File: src/hw/rtl/aging_event_log_ring_defines.svh
// Assertion macros of the aging event log ring top level.
`ifndef AGING_EVENT_LOG_RING_DEFINES_SVH
`define AGING_EVENT_LOG_RING_DEFINES_SVH

// Same-cycle implication, sampled on clock and disabled while reset is high.
`define AELR_ASSERT_SAME(label, ante, cons) \
   label: assert property (@(posedge clock) disable iff (reset) (ante) |-> (cons)) \
      else $error("aging event log ring: same-cycle check failed");

// Next-cycle implication, sampled on clock and disabled while reset is high.
`define AELR_ASSERT_NEXT(label, ante, cons) \
   label: assert property (@(posedge clock) disable iff (reset) (ante) |=> (cons)) \
      else $error("aging event log ring: next-cycle check failed");

`endif

File: src/hw/rtl/aelr_pkg.sv
// Shared types and constants of the aging event log ring.
`timescale 1ns / 1ps
`default_nettype none
package aelr_pkg;

   // Default store depth and fixed field widths.
   localparam int LOG_DEPTH_DEF = 1024;
   localparam int TIME_W        = 32;
   localparam int PAYLOAD_W     = 64;
   localparam int SLOT_W        = 10;
   localparam int AGE_W         = 31;

   // Command codes.
   localparam logic CMD_LOG  = 1'b0;
   localparam logic CMD_READ = 1'b1;

   // Reset value of the maximum age register.
   localparam logic [AGE_W-1:0] MAX_AGE_RESET = {AGE_W{1'b1}};

   // One stored slot; the end time is kept so pruning needs a single subtract.
   typedef struct packed {
      logic [PAYLOAD_W-1:0] payload;
      logic [TIME_W-1:0]    end_time;
      logic [TIME_W-1:0]    interval;
      logic [TIME_W-1:0]    start_time;
   } entry_type;

   // Controller states.
   typedef enum logic [2:0] {
      ST_IDLE,
      ST_READ_RD,
      ST_READ_CAP,
      ST_PRUNE_RD,
      ST_PRUNE_CHK,
      ST_WRITE,
      ST_DONE
   } state_type;

   // Commands from the controller to the datapath.
   typedef struct packed {
      logic capture;
      logic rd_en;
      logic rd_slot;
      logic load_read;
      logic prune_step;
      logic write_entry;
   } ctrl_type;

   // Status from the datapath to the controller.
   typedef struct packed {
      logic req_is_read;
      logic ring_empty;
      logic prune_hit;
   } status_type;

endpackage
`default_nettype wire

File: src/hw/rtl/aelr_ctrl.sv
// Controller state machine of the aging event log ring.
`timescale 1ns / 1ps
`default_nettype none
module aelr_ctrl
   import aelr_pkg::*;
(
   input  wire logic       clock,
   input  wire logic       reset,
   input  wire logic       start,
   output logic            busy,
   output logic            rsp_valid,
   input  wire status_type status,
   output ctrl_type        ctrl
);

   state_type state_ff;
   state_type state_in;

   // State register.
   always_ff @(posedge clock) begin
      if (reset) begin
         state_ff <= ST_IDLE;
      end else begin
         state_ff <= state_in;
      end
   end

   // Next state.
   always_comb begin
      state_in = state_ff;
      case (state_ff)
         ST_IDLE: begin
            if (start) begin
               state_in = status.req_is_read ? ST_READ_RD : ST_PRUNE_RD;
            end
         end
         ST_READ_RD:   state_in = ST_READ_CAP;
         ST_READ_CAP:  state_in = ST_DONE;
         ST_PRUNE_RD: begin
            state_in = status.ring_empty ? ST_WRITE : ST_PRUNE_CHK;
         end
         ST_PRUNE_CHK: begin
            state_in = status.prune_hit ? ST_PRUNE_RD : ST_WRITE;
         end
         ST_WRITE:     state_in = ST_DONE;
         ST_DONE:      state_in = ST_IDLE;
         default:      state_in = ST_IDLE;
      endcase
   end

   // Outputs and datapath commands.
   always_comb begin
      ctrl      = '0;
      busy      = (state_ff != ST_IDLE);
      rsp_valid = (state_ff == ST_DONE);
      case (state_ff)
         ST_IDLE:      ctrl.capture = start;
         ST_READ_RD: begin
            ctrl.rd_en   = 1'b1;
            ctrl.rd_slot = 1'b1;
         end
         ST_READ_CAP:  ctrl.load_read = 1'b1;
         ST_PRUNE_RD:  ctrl.rd_en = !status.ring_empty;
         ST_PRUNE_CHK: ctrl.prune_step = status.prune_hit;
         ST_WRITE:     ctrl.write_entry = 1'b1;
         ST_DONE:      ctrl = '0;
         default:      ctrl = '0;
      endcase
   end

endmodule
`default_nettype wire

File: config.mk
export PLATFORM = sky130hd
export DESIGN_NAME = aelr_ctrl
export DESIGN_NICKNAME = d
export VERILOG_FILES = /design/src/hw/rtl/aging_event_log_ring_defines.svh /design/src/hw/rtl/aelr_pkg.sv /design/src/hw/rtl/aelr_ctrl.sv
export SDC_FILE = /design/constraint.sdc
export NUM_CORES = 1
export LEC_CHECK = 0
export BUFFER_PORTS_ARGS = -buffer_cell sky130_fd_sc_hd__buf_2
export CAP_MARGIN = 5
export CELL_PAD_IN_SITES_DETAIL_PLACEMENT = 2
export CELL_PAD_IN_SITES_GLOBAL_PLACEMENT = 2
export CORE_MARGIN = 10
export CORE_UTILIZATION = 16
export CTS_CLUSTER_DIAMETER = 100
export DETAILED_ROUTE_END_ITERATION = 6
export PLACE_DENSITY_LB_ADDON = 0.25
export SYNTH_ARGS = -nofsm -noshare
export SYNTH_HDL_FRONTEND = slang
export SYNTH_SLANG_ARGS = --single-unit
File: constraint.sdc
create_clock -name clock -period 1.05 [get_ports clock]
set_clock_uncertainty 0.15 [all_clocks]
set_input_delay 0.21 -clock clock [delete_from_list [all_inputs] [get_ports clock]]
set_output_delay 0.21 -clock clock [all_outputs]
set_load 0.05 [all_outputs]
==> results.md, run 1 <==
* Clk sinks at 3
* Synth Area in Simple Gates at 47.2%
* Largest registers: state_ff (3)
* Worst Tran Pin Value at 0.250 ns
* CTS tree: done
* Antenna violations before repair at 0
* Reg2reg start: state_ff[0]
* Max-Cap Viols at 0
* Vias per inst at 4.15
* Crit-path cells: or3_4 -> nor2_4 -> buf_8
* Final ANT Viol Nets at 0
* Outcome: finished with violations
* Core Area at 1300 um^2
* DP HPWL at 721 um
* DP Worst Slack at -0.390 ns
* Largest net degree at the start of global routing at 13
* Final setup TNS at -3.83 ns
* Area delta synth->final at 112%
* Clock latency reported for the late side of the worst-skew pair at 0.23 ns
* Routed via count at 274
* Synthesized area at 223 um^2
* Postcts setup bufs at 0
* Final WS setup at -0.492 ns
* Largest family of logic cells by synthesized area: simple AND/OR/NAND/NOR gates
* Warnings, synthesis at 0
* FMAX at 0.649 GHz
* Post-layout util at 36.3%
* Leading cell type in the layout, fill and taps excluded: buf_4
* Via count of the first global-routing pass at 334
* HP Class: in -> reg
* Final setup fails at 11
* Power per cell area at 1780 nW/um^2
* Drc violations at 0
* Cts bufs inserted at 3
* Root Buffer: clkbuf_4
* Worst-case clock buffer depth at 2
* Post-synth top area share at 27.0%
* Yosys reg bits at 3
* Hold Vio Cnt, Final at 0
* Largest area contributor in the netlist: dfxtp_1
* Met1 Use GR at 5.52%
* Clock input transition at the sequential cells of the worst setup and hold paths at 0.03 ns
* Netlist cell types at 18
* Top reg by flops: state_ff
* Mapped Nets at 36
* Post-synthesis sequential area ratio at 27.0%
* Global route hottest layer: met2
* Crit path arrival time at 1.18 ns
* Crit-path max FO at 2
* Worst vdd ir at 0.594 mV
* Hold WS at 0.0181 ns
* Number of DRC markers in iteration 0 at 1
* XOR/XNOR share of the synthesized area at 0%
* Buf/Inv on CP at 1
* Starting density of the core at 17.1%
* Share of layout cells above drive strength 1 at 68.6%
* CP top delay family: simple AND/OR/NAND/NOR gates
* Boundary Pins at 14
* Chip width at 57.3 um
* Setup CP Type: reg -> out
* CP startpoint kind: flop
* Largest cells by area after synthesis: dfxtp_1 (27%), a21oi_1 (9.0%), nand2b_1 (8.4%)
* Lkg Pwr at 0.000203 uW
* R2R setup slack at -0.11 ns
* WL/cell at 13.0 um
* Most frequent cells in the layout: buf_4 (7), buf_2 (6), nor2_4 (4), buf_6 (4)
* Largest register FFs at 3
* Avg Cell Area, Syn at 7.42 um^2
* Die Ht at 57.3 um
* Fill cells at 155
* GP Congestion at 0.669
* Crit path from: state_ff[1]
* Die ar. at 3280 um^2
* DRT Pass-1 Iters at 3
* Crit-path slowest cell: or3_4
* Slew Limit Fails at 0
* GR Overflow Total at 0
* Synth Instances at 30
* Ratio of final minimum period to clock period at 147%
* GRT Overall Usage at 5.90%
* Synthesized-area fraction occupied by adder cells at 0%
* Row count at 13
* Failing checks: negative setup slack
* Hold_sp: reset
* CTS Hold Bufs at 0
* Clock period minus worst slack at 1.54 ns
* Port bufs at 13
* GRT met3 Usage at 3.98%
* Unrepaired setup endpoints after global routing: true
* Global-route wire length before repair at 1550 um
* Final wirelength at 857 um
* Mux cell area share after synthesis at 0%
* # diodes at 0
* Grt met2 use at 10.1%
* Max H-tree Level at 1
* PnR Total Power at 841 uW
* Synth Area in Compound Gates at 15.7%
* Worst setup EP type: output pin
* Net count, final at 58
* CP required at 0.69 ns
* Slew HR at 83.5%
* Delay of the slowest critical-path stage at 0.40 ns
## final timing paths
check | endpoint | cells past startpoint
max | ctrl[5] | 3
min | state_ff[2] | 2
max reg2reg | state_ff[0] | 3
min reg2reg | state_ff[2] | 2
## cell type report
class                           instances  area [um^2]  area share, %
Clock buffer                            4         26.3           5.57
Inverter                                1         3.75          0.796
Multi-Input combinational cell         24          201           42.7
Sequential cell                         3         63.8           13.5
Tap cell                               15         18.8           3.98
Timing Repair Buffer                   19          158           33.4
## cells by family after synthesis
group,after synthesis
simple gates,18
flops,3
buf+inv,3
compound gates,6
## synth_stat cells
cell      count
a21oi_1       4
and2_1        1
and3b_1       1
buf_4         1
buf_6         1
dfxtp_1       3
inv_1         1
nand2_1       2
nand2b_1      3
nand3b_1      1
nor2_1        5
nor2_2        1
nor2b_1       1
nor3b_1       1
o21ai_0       1
o32a_1        1
or2_0         1
or3_4         1
## metrics by stage
stage	cells	cell area, um^2
final	66	472
after CTS	66	472
after global routing	66	472
after detailed placement	62	384
after floorplan	30	278
after global placement	62	384
## report_power, final
part	switching (uW)	total (uW)	internal, uW
clock network	54.9	197	142
registers	15.9	151	135
logic	288	493	205
total	358	841	482
## repair_timing
| item | 4_1_cts | 5_1_grt |
|---|---|---|
| endpoints found under the setup margin | 11 | 11 |
| gates resized for setup | 19 | 0 |
| pin swaps | 3 | 1 |
## layer usage
layer	wire length [um]	vias to the layer above
li1	-	141
met4	0	0
met2	466	9
met3	88	0
met5	0	-
met1	301	124
Power figures use the tool's default switching activity.
==> run 2, diff against run 1 <==
--- a/config.mk
+++ b/config.mk
@@ -5,12 +5,12 @@
 export SDC_FILE = /design/constraint.sdc
 export NUM_CORES = 1
 export LEC_CHECK = 0
+export ABC_AREA = 1
 export BUFFER_PORTS_ARGS = -buffer_cell sky130_fd_sc_hd__buf_2
-export CAP_MARGIN = 5
 export CELL_PAD_IN_SITES_DETAIL_PLACEMENT = 2
 export CELL_PAD_IN_SITES_GLOBAL_PLACEMENT = 2
 export CORE_MARGIN = 10
-export CORE_UTILIZATION = 16
+export CORE_UTILIZATION = 15
 export CTS_CLUSTER_DIAMETER = 100
 export DETAILED_ROUTE_END_ITERATION = 6
 export PLACE_DENSITY_LB_ADDON = 0.25
==> run 2 against run 1 <==
- combinational power grew to 3.0 times the previous value
- critical path depth is 1 higher
- the run still ends with negative setup slack left
- sequential share of layout area is 2.0 points lower
- area after synthesis is 7.3% higher
- largest cell class is now non-clock buffers
- setup slack better by 0.097 ns
- synthesized cell count is 37% higher
- sequential cell count stayed put
- final area is 31% higher
- utilization is 4.7 points higher
- wire length is 30% higher
==> results.md, run 2 <==
* Crit-path cells: inv_4 -> nand3_2 -> o21ai_4 -> buf_6
* Largest cells by area after synthesis: dfxtp_1 (25%), inv_1 (16%), nand2_1 (11%)
* Largest area contributor in the netlist: dfxtp_1
* Post-DP Area at 432 um^2 (+12%)
* Power per cell area at 3190 nW/um^2 (+79%)
* Clock latency reported for the late side of the worst-skew pair at 0.23 ns (about the same)
* Antenna violations before repair at 0 (unchanged)
* Failing checks: negative setup slack
* Core Area at 1510 um^2 (+16%)
* Mapped Nets at 47 (+31%)
* Worst setup EP type: output pin
* Root Buffer: clkbuf_4
* Global-route wire length before repair at 1700 um (+9.3%)
* Crit-path max FO at 6 (+4)
* GRT Overall Usage at 6.20% (+0.30 points)
* Largest family of logic cells by synthesized area: simple AND/OR/NAND/NOR gates
* Crit path from: state_ff[2]
* Most frequent cells in the layout: buf_4 (9), inv_1 (7), nand3_2 (6), buf_6 (6)
* Post-Place Cells at 78 (+26%)
* Crit-path slowest cell: dfxtp_4
* Setup CP Type: reg -> out
* Synthesized-area fraction occupied by adder cells at 0% (unchanged)
* Largest register FFs at 3 (unchanged)
* Post-synth top area share at 25.1% (-1.8 points)
* FMAX at 0.692 GHz (+6.7%)
* Sequential cell area at 71.3 um^2 (+12%)
* Post-layout util at 40.9% (+4.7 points)
* Cts bufs inserted at 3 (unchanged)
* Netlist cell types at 12 (-6)
* Post-synth EDFFs at 0 (unchanged)
* DP HPWL at 802 um (+11%)
* Hold-critical path depth at 4 (+2)
* # diodes at 0 (unchanged)
* Share of layout cells above drive strength 1 at 77.1% (+8.5 points)
* CP startpoint kind: flop
* Ys async rst share at 0% (unchanged)
* Die ar. at 3590 um^2 (+9.3%)
* Max-Cap Viols at 0 (unchanged)
* Lkg Pwr at 0.000293 uW (+44%)
* Number of DRC markers in iteration 0 at 3 (+2)
* Multi-input gate area at 205 um^2 (+1.9%)
* Crit path arrival time at 1.09 ns (-0.09 ns)
* Worst vdd ir at 0.984 mV (+66%)
* Synth Area in Compound Gates at 7.85% (-7.9 points)
* CTS tree: done
* Chip width at 59.9 um (+4.5%)
* Top post-synthesis cells by count: inv_1 (10), nand2_1 (7), nor2_1 (7), nand3_1 (5), dfxtp_1 (3)
* Port bufs at 13 (unchanged)
* Hold Vio Cnt, Final at 0 (unchanged)
* XOR/XNOR share of the synthesized area at 0% (unchanged)
* Buf/Inv on CP at 2 (+1)
* Final Non-Filler Cells at 86 (+30%)
* Top_reg_cell synth: dfxtp_1
* DRT Pass-1 Iters at 4 (+1)
* Boundary Pins at 14 (unchanged)
* Final WS setup at -0.395 ns (+0.0966 ns)
* R2R depth at 8 (+5)
* Clock period minus worst slack at 1.45 ns (-0.0966 ns)
* Mux cell area share after synthesis at 0% (unchanged)
* Slew Limit Fails at 0 (unchanged)
* Vias per inst at 4.20 (+1.1%)
* Synth Instances at 41 (+37%)
* Delay of the slowest critical-path stage at 0.36 ns (-0.04 ns)
* Synth Area in Simple Gates at 48.2% (+0.98 points)
* Top reg by flops: state_ff
* GR Overflow Total at 0 (unchanged)
* Starting density of the core at 15.9% (-1.3 points)
* R2R setup slack at -0.29 ns (-0.18 ns)
* Max H-tree Level at 1 (unchanged)
* Row count at 14 (+1)
* Drc violations at 0 (unchanged)
* Synthesized area at 239 um^2 (+7.3%)
* Leading cell type in the layout, fill and taps excluded: buf_4
* Die Ht at 59.9 um (+4.5%)
* Worst path depth at 4 (+1)
* CP required at 0.69 ns (about the same)
* GP Congestion at 0.668 (-0.16%)
* Fin area at 617 um^2 (+31%)
* Reg2reg start: state_ff[0]
* Largest net degree at the start of global routing at 8 (-5)
* Final wirelength at 1120 um (+30%)
* Clk sinks at 3 (unchanged)
* Net count, final at 77 (+33%)
* Worst Tran Pin Value at 0.218 ns (-0.0315 ns)
* Post-synthesis sequential area ratio at 25.1% (-1.8 points)
* Final setup fails at 11 (unchanged)
* HP Class: in -> reg
* Routed via count at 361 (+32%)
* Worst-case clock buffer depth at 2 (unchanged)
* Ratio of final minimum period to clock period at 138% (-9.2 points)
* Yosys reg bits at 3 (unchanged)
* Unrepaired setup endpoints after global routing: true
* Area delta synth->final at 158%
* CP top delay family: flip-flops
* Final ANT Viol Nets at 0 (unchanged)
* Avg Cell Area, Syn at 5.83 um^2 (-21%)
* Clock input transition at the sequential cells of the worst setup and hold paths at 0.04 ns (about the same)
* Outcome: finished with violations
* Via count of the first global-routing pass at 383 (+15%)
* Worst setup endpoint: ctrl[4]
* FF-to-FF End: state_ff[1]
* Warnings, synthesis at 0 (unchanged)
* Largest registers: state_ff (3)
* Most frequent cell after synthesis: inv_1
* WL/cell at 13.0 um (about the same)
* Slew HR at 85.3% (+1.8 points)
* CTS Hold Bufs at 0 (unchanged)
* Fill cells at 174 (+12%)
-- run 2: changes by cell type after synthesis, moves of 2 or more --
cell / previous run / this run
inv_2: 0 / 2
nand2_1: 2 / 7
inv_1: 1 / 10
a21oi_1: 4 / 0
nand3_2: 0 / 2
nand3_1: 0 / 5
nor2_1: 5 / 7
nand2b_1: 3 / 0
-- run 2: report_power, final --
part	internal (uW)	switching, uW	leakage (uW)
clock network	142	55.1	0.0000150
registers	183	106	0.0000267
logic	636	847	0.000251
total	960	1010	0.000293
-- run 2: how the worst min path moves through the flow --
stage,start,end,slack [ns]
after floorplan,reset,state_ff[0],0.24
after global placement,reset,state_ff[0],0.34
after detailed placement,reset,state_ff[0],0.34
after CTS,reset,state_ff[0],0.09
after global routing,reset,state_ff[0],0.11
final,reset,state_ff[0],0.1
-- run 2: repair_timing --
item                                    CTS  global route
endpoints found under the setup margin   11            11
pin swaps                                 4             3
gates resized for setup                  25            14
buffers inserted                          2             3
-- run 2: layout make-up --
cell class | instances | area share, %
clock buffers | 4 | 4.26
inverters | 12 | 9.53
multi-input cells | 26 | 33.3
flip-flops and latches | 3 | 11.6
well taps | 16 | 3.25
repair buffers | 25 | 38.1
-- run 2: per-stage QoR --
stage / total power, uW / TNS, ns / worst slack, ns / hold slack [ns]
4_1_cts: 1790 / -3.65 / -0.413 / 0.0929
5_1_grt: 2110 / -4.41 / -0.458 / 0.111
3_5_place_dp: 1330 / -2.36 / -0.299 / 0.340
2_1_floorplan: 1010 / -1.23 / -0.278 / 0.241
3_3_place_gp: 1320 / -2.25 / -0.274 / 0.336
6_report: 1970 / -3.68 / -0.395 / 0.0985
-- run 2: cells by family after synthesis --
logic type	after synthesis
and+or+nand+nor	23
buffers and inverters	12
DFF	3
AOI/OAI and AO/OA	3
-- run 2: worst register-to-register path, cell delays in order, from the launching register on --
cell     delay [ns]
dfxtp_4        0.40
nor2_4         0.06
buf_4          0.13
buf_6          0.10
buf_6          0.11
nand3_2        0.06
nand2_2        0.06
nor2_4         0.10
nor2_1         0.05
-- run 2: per-layer routing --
metal / wire length [um] / vias to the layer above / share of wire (%) / GRT usage (%)
met5: 0 / - / 0 / 0
met4: 0 / 0 / 0 / 3.85
met3: 50 / 0 / 4.5 / 1.48
met2: 653 / 4 / 59 / 11.0
met1: 412 / 175 / 37 / 6.27
li1: - / 182 / - / -
==> run 3, diff against run 2 <==
--- a/config.mk
+++ b/config.mk
@@ -13,7 +13,7 @@
 export CORE_UTILIZATION = 15
 export CTS_CLUSTER_DIAMETER = 100
 export DETAILED_ROUTE_END_ITERATION = 6
-export PLACE_DENSITY_LB_ADDON = 0.25
+export PLACE_DENSITY = 0.75
 export SYNTH_ARGS = -nofsm -noshare
 export SYNTH_HDL_FRONTEND = slang
 export SYNTH_SLANG_ARGS = --single-unit
==> run 3 against run 2 <==
- the run still ends with negative setup slack left
- die area unchanged
- via count decreased by 0.55%
- clock power about the same
- hold slack better by 0.0026 ns
- wire length decreased by 2.6%
- fmax up 0.33%
- global-route usage rose by 0.25 points
- first-iteration DRC count shrank 100%
- final area shrank 5.5%
- cell count down 1.2%
==> results.md, run 3 (synthesis results as in run 2) <==
* Outcome: finished with violations
* Failing checks: negative setup slack
* Max-Cap Viols at 0 (unchanged)
* CP required at 0.69 ns (about the same)
* Hold Vio Cnt, Final at 0 (unchanged)
* Leading cell type in the layout, fill and taps excluded: buf_4
* Hold_sp: reset
* DRT Pass-1 Iters at 1 (-3)
* Internal Pwr Total at 856 uW (-11%)
* Crit-path slowest cell: dfxtp_4
* Worst vdd ir at 1.30 mV (+32%)
* Crit-path max FO at 6 (unchanged)
* Reg2reg start: state_ff[0]
* Drc violations at 0 (unchanged)
* R2R depth at 6 (-2)
* Setup CP Type: reg -> out
* Area delta synth->final at 144%
* Row count at 14 (unchanged)
* DP HPWL at 827 um (+3.2%)
* Hold Path Sink: state_ff[0]
* Final ANT Viol Nets at 0 (unchanged)
* Switching portion of total power at 53.1% (+1.9 points)
* Sequential Power Share at 16.1% (+1.4 points)
* Clock input transition at the sequential cells of the worst setup and hold paths at 0.04 ns (about the same)
* CTS Hold Bufs at 0 (unchanged)
* Buf/Inv on CP at 1 (-1)
* Number of DRC markers in iteration 0 at 0 (-3)
* Share of layout cells above drive strength 1 at 72.5% (-4.7 points)
* Unrepaired setup endpoints after global routing: true
* Final setup fails at 11 (unchanged)
* GRT Overall Usage at 6.45% (+0.25 points)
* Die Ht at 59.9 um (unchanged)
* Crit path arrival time at 1.08 ns (about the same)
* Via count of the first global-routing pass at 393 (+2.6%)
* Clock period minus worst slack at 1.44 ns (-0.00472 ns)
* Hold-critical path depth at 4 (unchanged)
* Crit-path cells: nor2_4 -> nand2_4 -> nor2_4 -> buf_8
* Vias per inst at 4.22 (+0.62%)
* Largest register FFs at 3 (unchanged)
* Top reg by flops: state_ff
* Fill cells at 181 (+4.0%)
* Slew HR at 84.6% (-0.64 points)
* Crit path from: state_ff[0]
* Largest net degree at the start of global routing at 7 (-1)
* Most frequent cells in the layout: buf_4 (11), inv_1 (7), buf_2 (5), buf_6 (5)
* Clock latency reported for the late side of the worst-skew pair at 0.23 ns (about the same)
* CTS tree: done
* Largest registers: state_ff (3)
* R2R setup slack at -0.14 ns (+0.15 ns)
* FF-to-FF End: state_ff[1]
* GR Overflow Total at 0 (unchanged)
* WL/cell at 12.8 um (-1.5%)
* Chip width at 59.9 um (unchanged)
* Delay of the slowest critical-path stage at 0.37 ns (about the same)
* FMAX at 0.694 GHz (+0.33%)
* CP top delay family: flip-flops
* Boundary Pins at 14 (unchanged)
* Combinational share of power at 73.1% (-2.2 points)
* Final wirelength at 1090 um (-2.6%)
* CP startpoint kind: flop
* Global-route wire length before repair at 1760 um (+3.7%)
* Core Area at 1510 um^2 (unchanged)
* Lkg Pwr at 0.000280 uW (-4.3%)
* # diodes at 0 (unchanged)
* Worst path depth at 4 (unchanged)
* Clock network fraction of design power at 10.7% (+0.7 points)
* Worst Tran Pin Value at 0.228 ns (+0.00950 ns)
* Most Frequent Cell on Critical Path: nor2_4
* GP Congestion at 0.735 (+10%)
* Port bufs at 13 (unchanged)
* Max H-tree Level at 1 (unchanged)
* Final setup TNS at -3.25 ns (+0.425 ns)
* Power per cell area at 3130 nW/um^2 (-2.0%)
* Starting density of the core at 15.9% (unchanged)
* Slew Limit Fails at 0 (unchanged)
* Worst-case clock buffer depth at 2 (unchanged)
* Routed via count at 359 (-0.55%)
* Ratio of final minimum period to clock period at 137% (-0.45 points)
* Final WS setup at -0.391 ns (+0.00472 ns)
* Antenna violations before repair at 0 (unchanged)
* DP Worst Slack at -0.319 ns (-0.0196 ns)
* Cts bufs inserted at 3 (unchanged)
* Clk sinks at 3 (unchanged)
* Net count, final at 76 (-1.3%)
* Root Buffer: clkbuf_4
* HP Class: in -> reg
* Worst setup EP type: output pin
* Die ar. at 3590 um^2 (unchanged)
* Psw at 969 uW (-3.9%)
* Hold WS at 0.101 ns (+0.00263 ns)
## run 3: worst max-delay path by stage
stage	endpoint
detailed placement	ctrl[4]
global route	ctrl[5]
global placement	ctrl[4]
CTS	ctrl[5]
floorplan	ctrl[5]
finish	ctrl[5]
## run 3: final cells by class
class	instances	area (um^2)	area share [%]
clock buffers	4	26.3	4.51
inverters	12	58.8	10.1
multi-input cells	26	198	33.9
flip-flops and latches	3	71.3	12.2
well taps	16	20.0	3.43
repair buffers	24	209	35.8
## run 3: stage by stage
stage | instance area [um^2] | total power (uW) | instances | utilization [%]
detailed placement | 424 | 1330 | 77 | 28.2
global placement | 424 | 1310 | 77 | 28.2
finish | 583 | 1820 | 85 | 38.7
floorplan | 287 | 1010 | 41 | -
CTS | 567 | 1810 | 84 | 37.6
global route | 583 | 1950 | 85 | 38.7
## run 3: what timing repair did
item / in CTS / in global routing
gates resized for setup: 28 / 3
endpoints found under the setup margin: 11 / 11
setup buffers: 3 / 1
pin swaps: 5 / 1
## run 3: worst min-delay path: stages
cell	delay [ns]
buf_2	0.07
inv_1	0.05
nand2_1	0.07
nor2_2	0.04
## run 3: power by group through the flow
stage / clock, uW / combinational [uW] / sequential, uW
after floorplan: 0 / 769 / 239
after global placement: 0 / 1060 / 248
after detailed placement: 0 / 1080 / 252
after CTS: 210 / 1320 / 286
after global routing: 211 / 1430 / 307
final: 196 / 1330 / 295
## run 3: routing by layer
metal,up-vias,track usage (%),wire length (um)
li1,177,-,-
met3,0,1.48,72
met2,7,11.6,623
met5,-,0,0
met1,175,6.86,391
met4,0,2.88,0
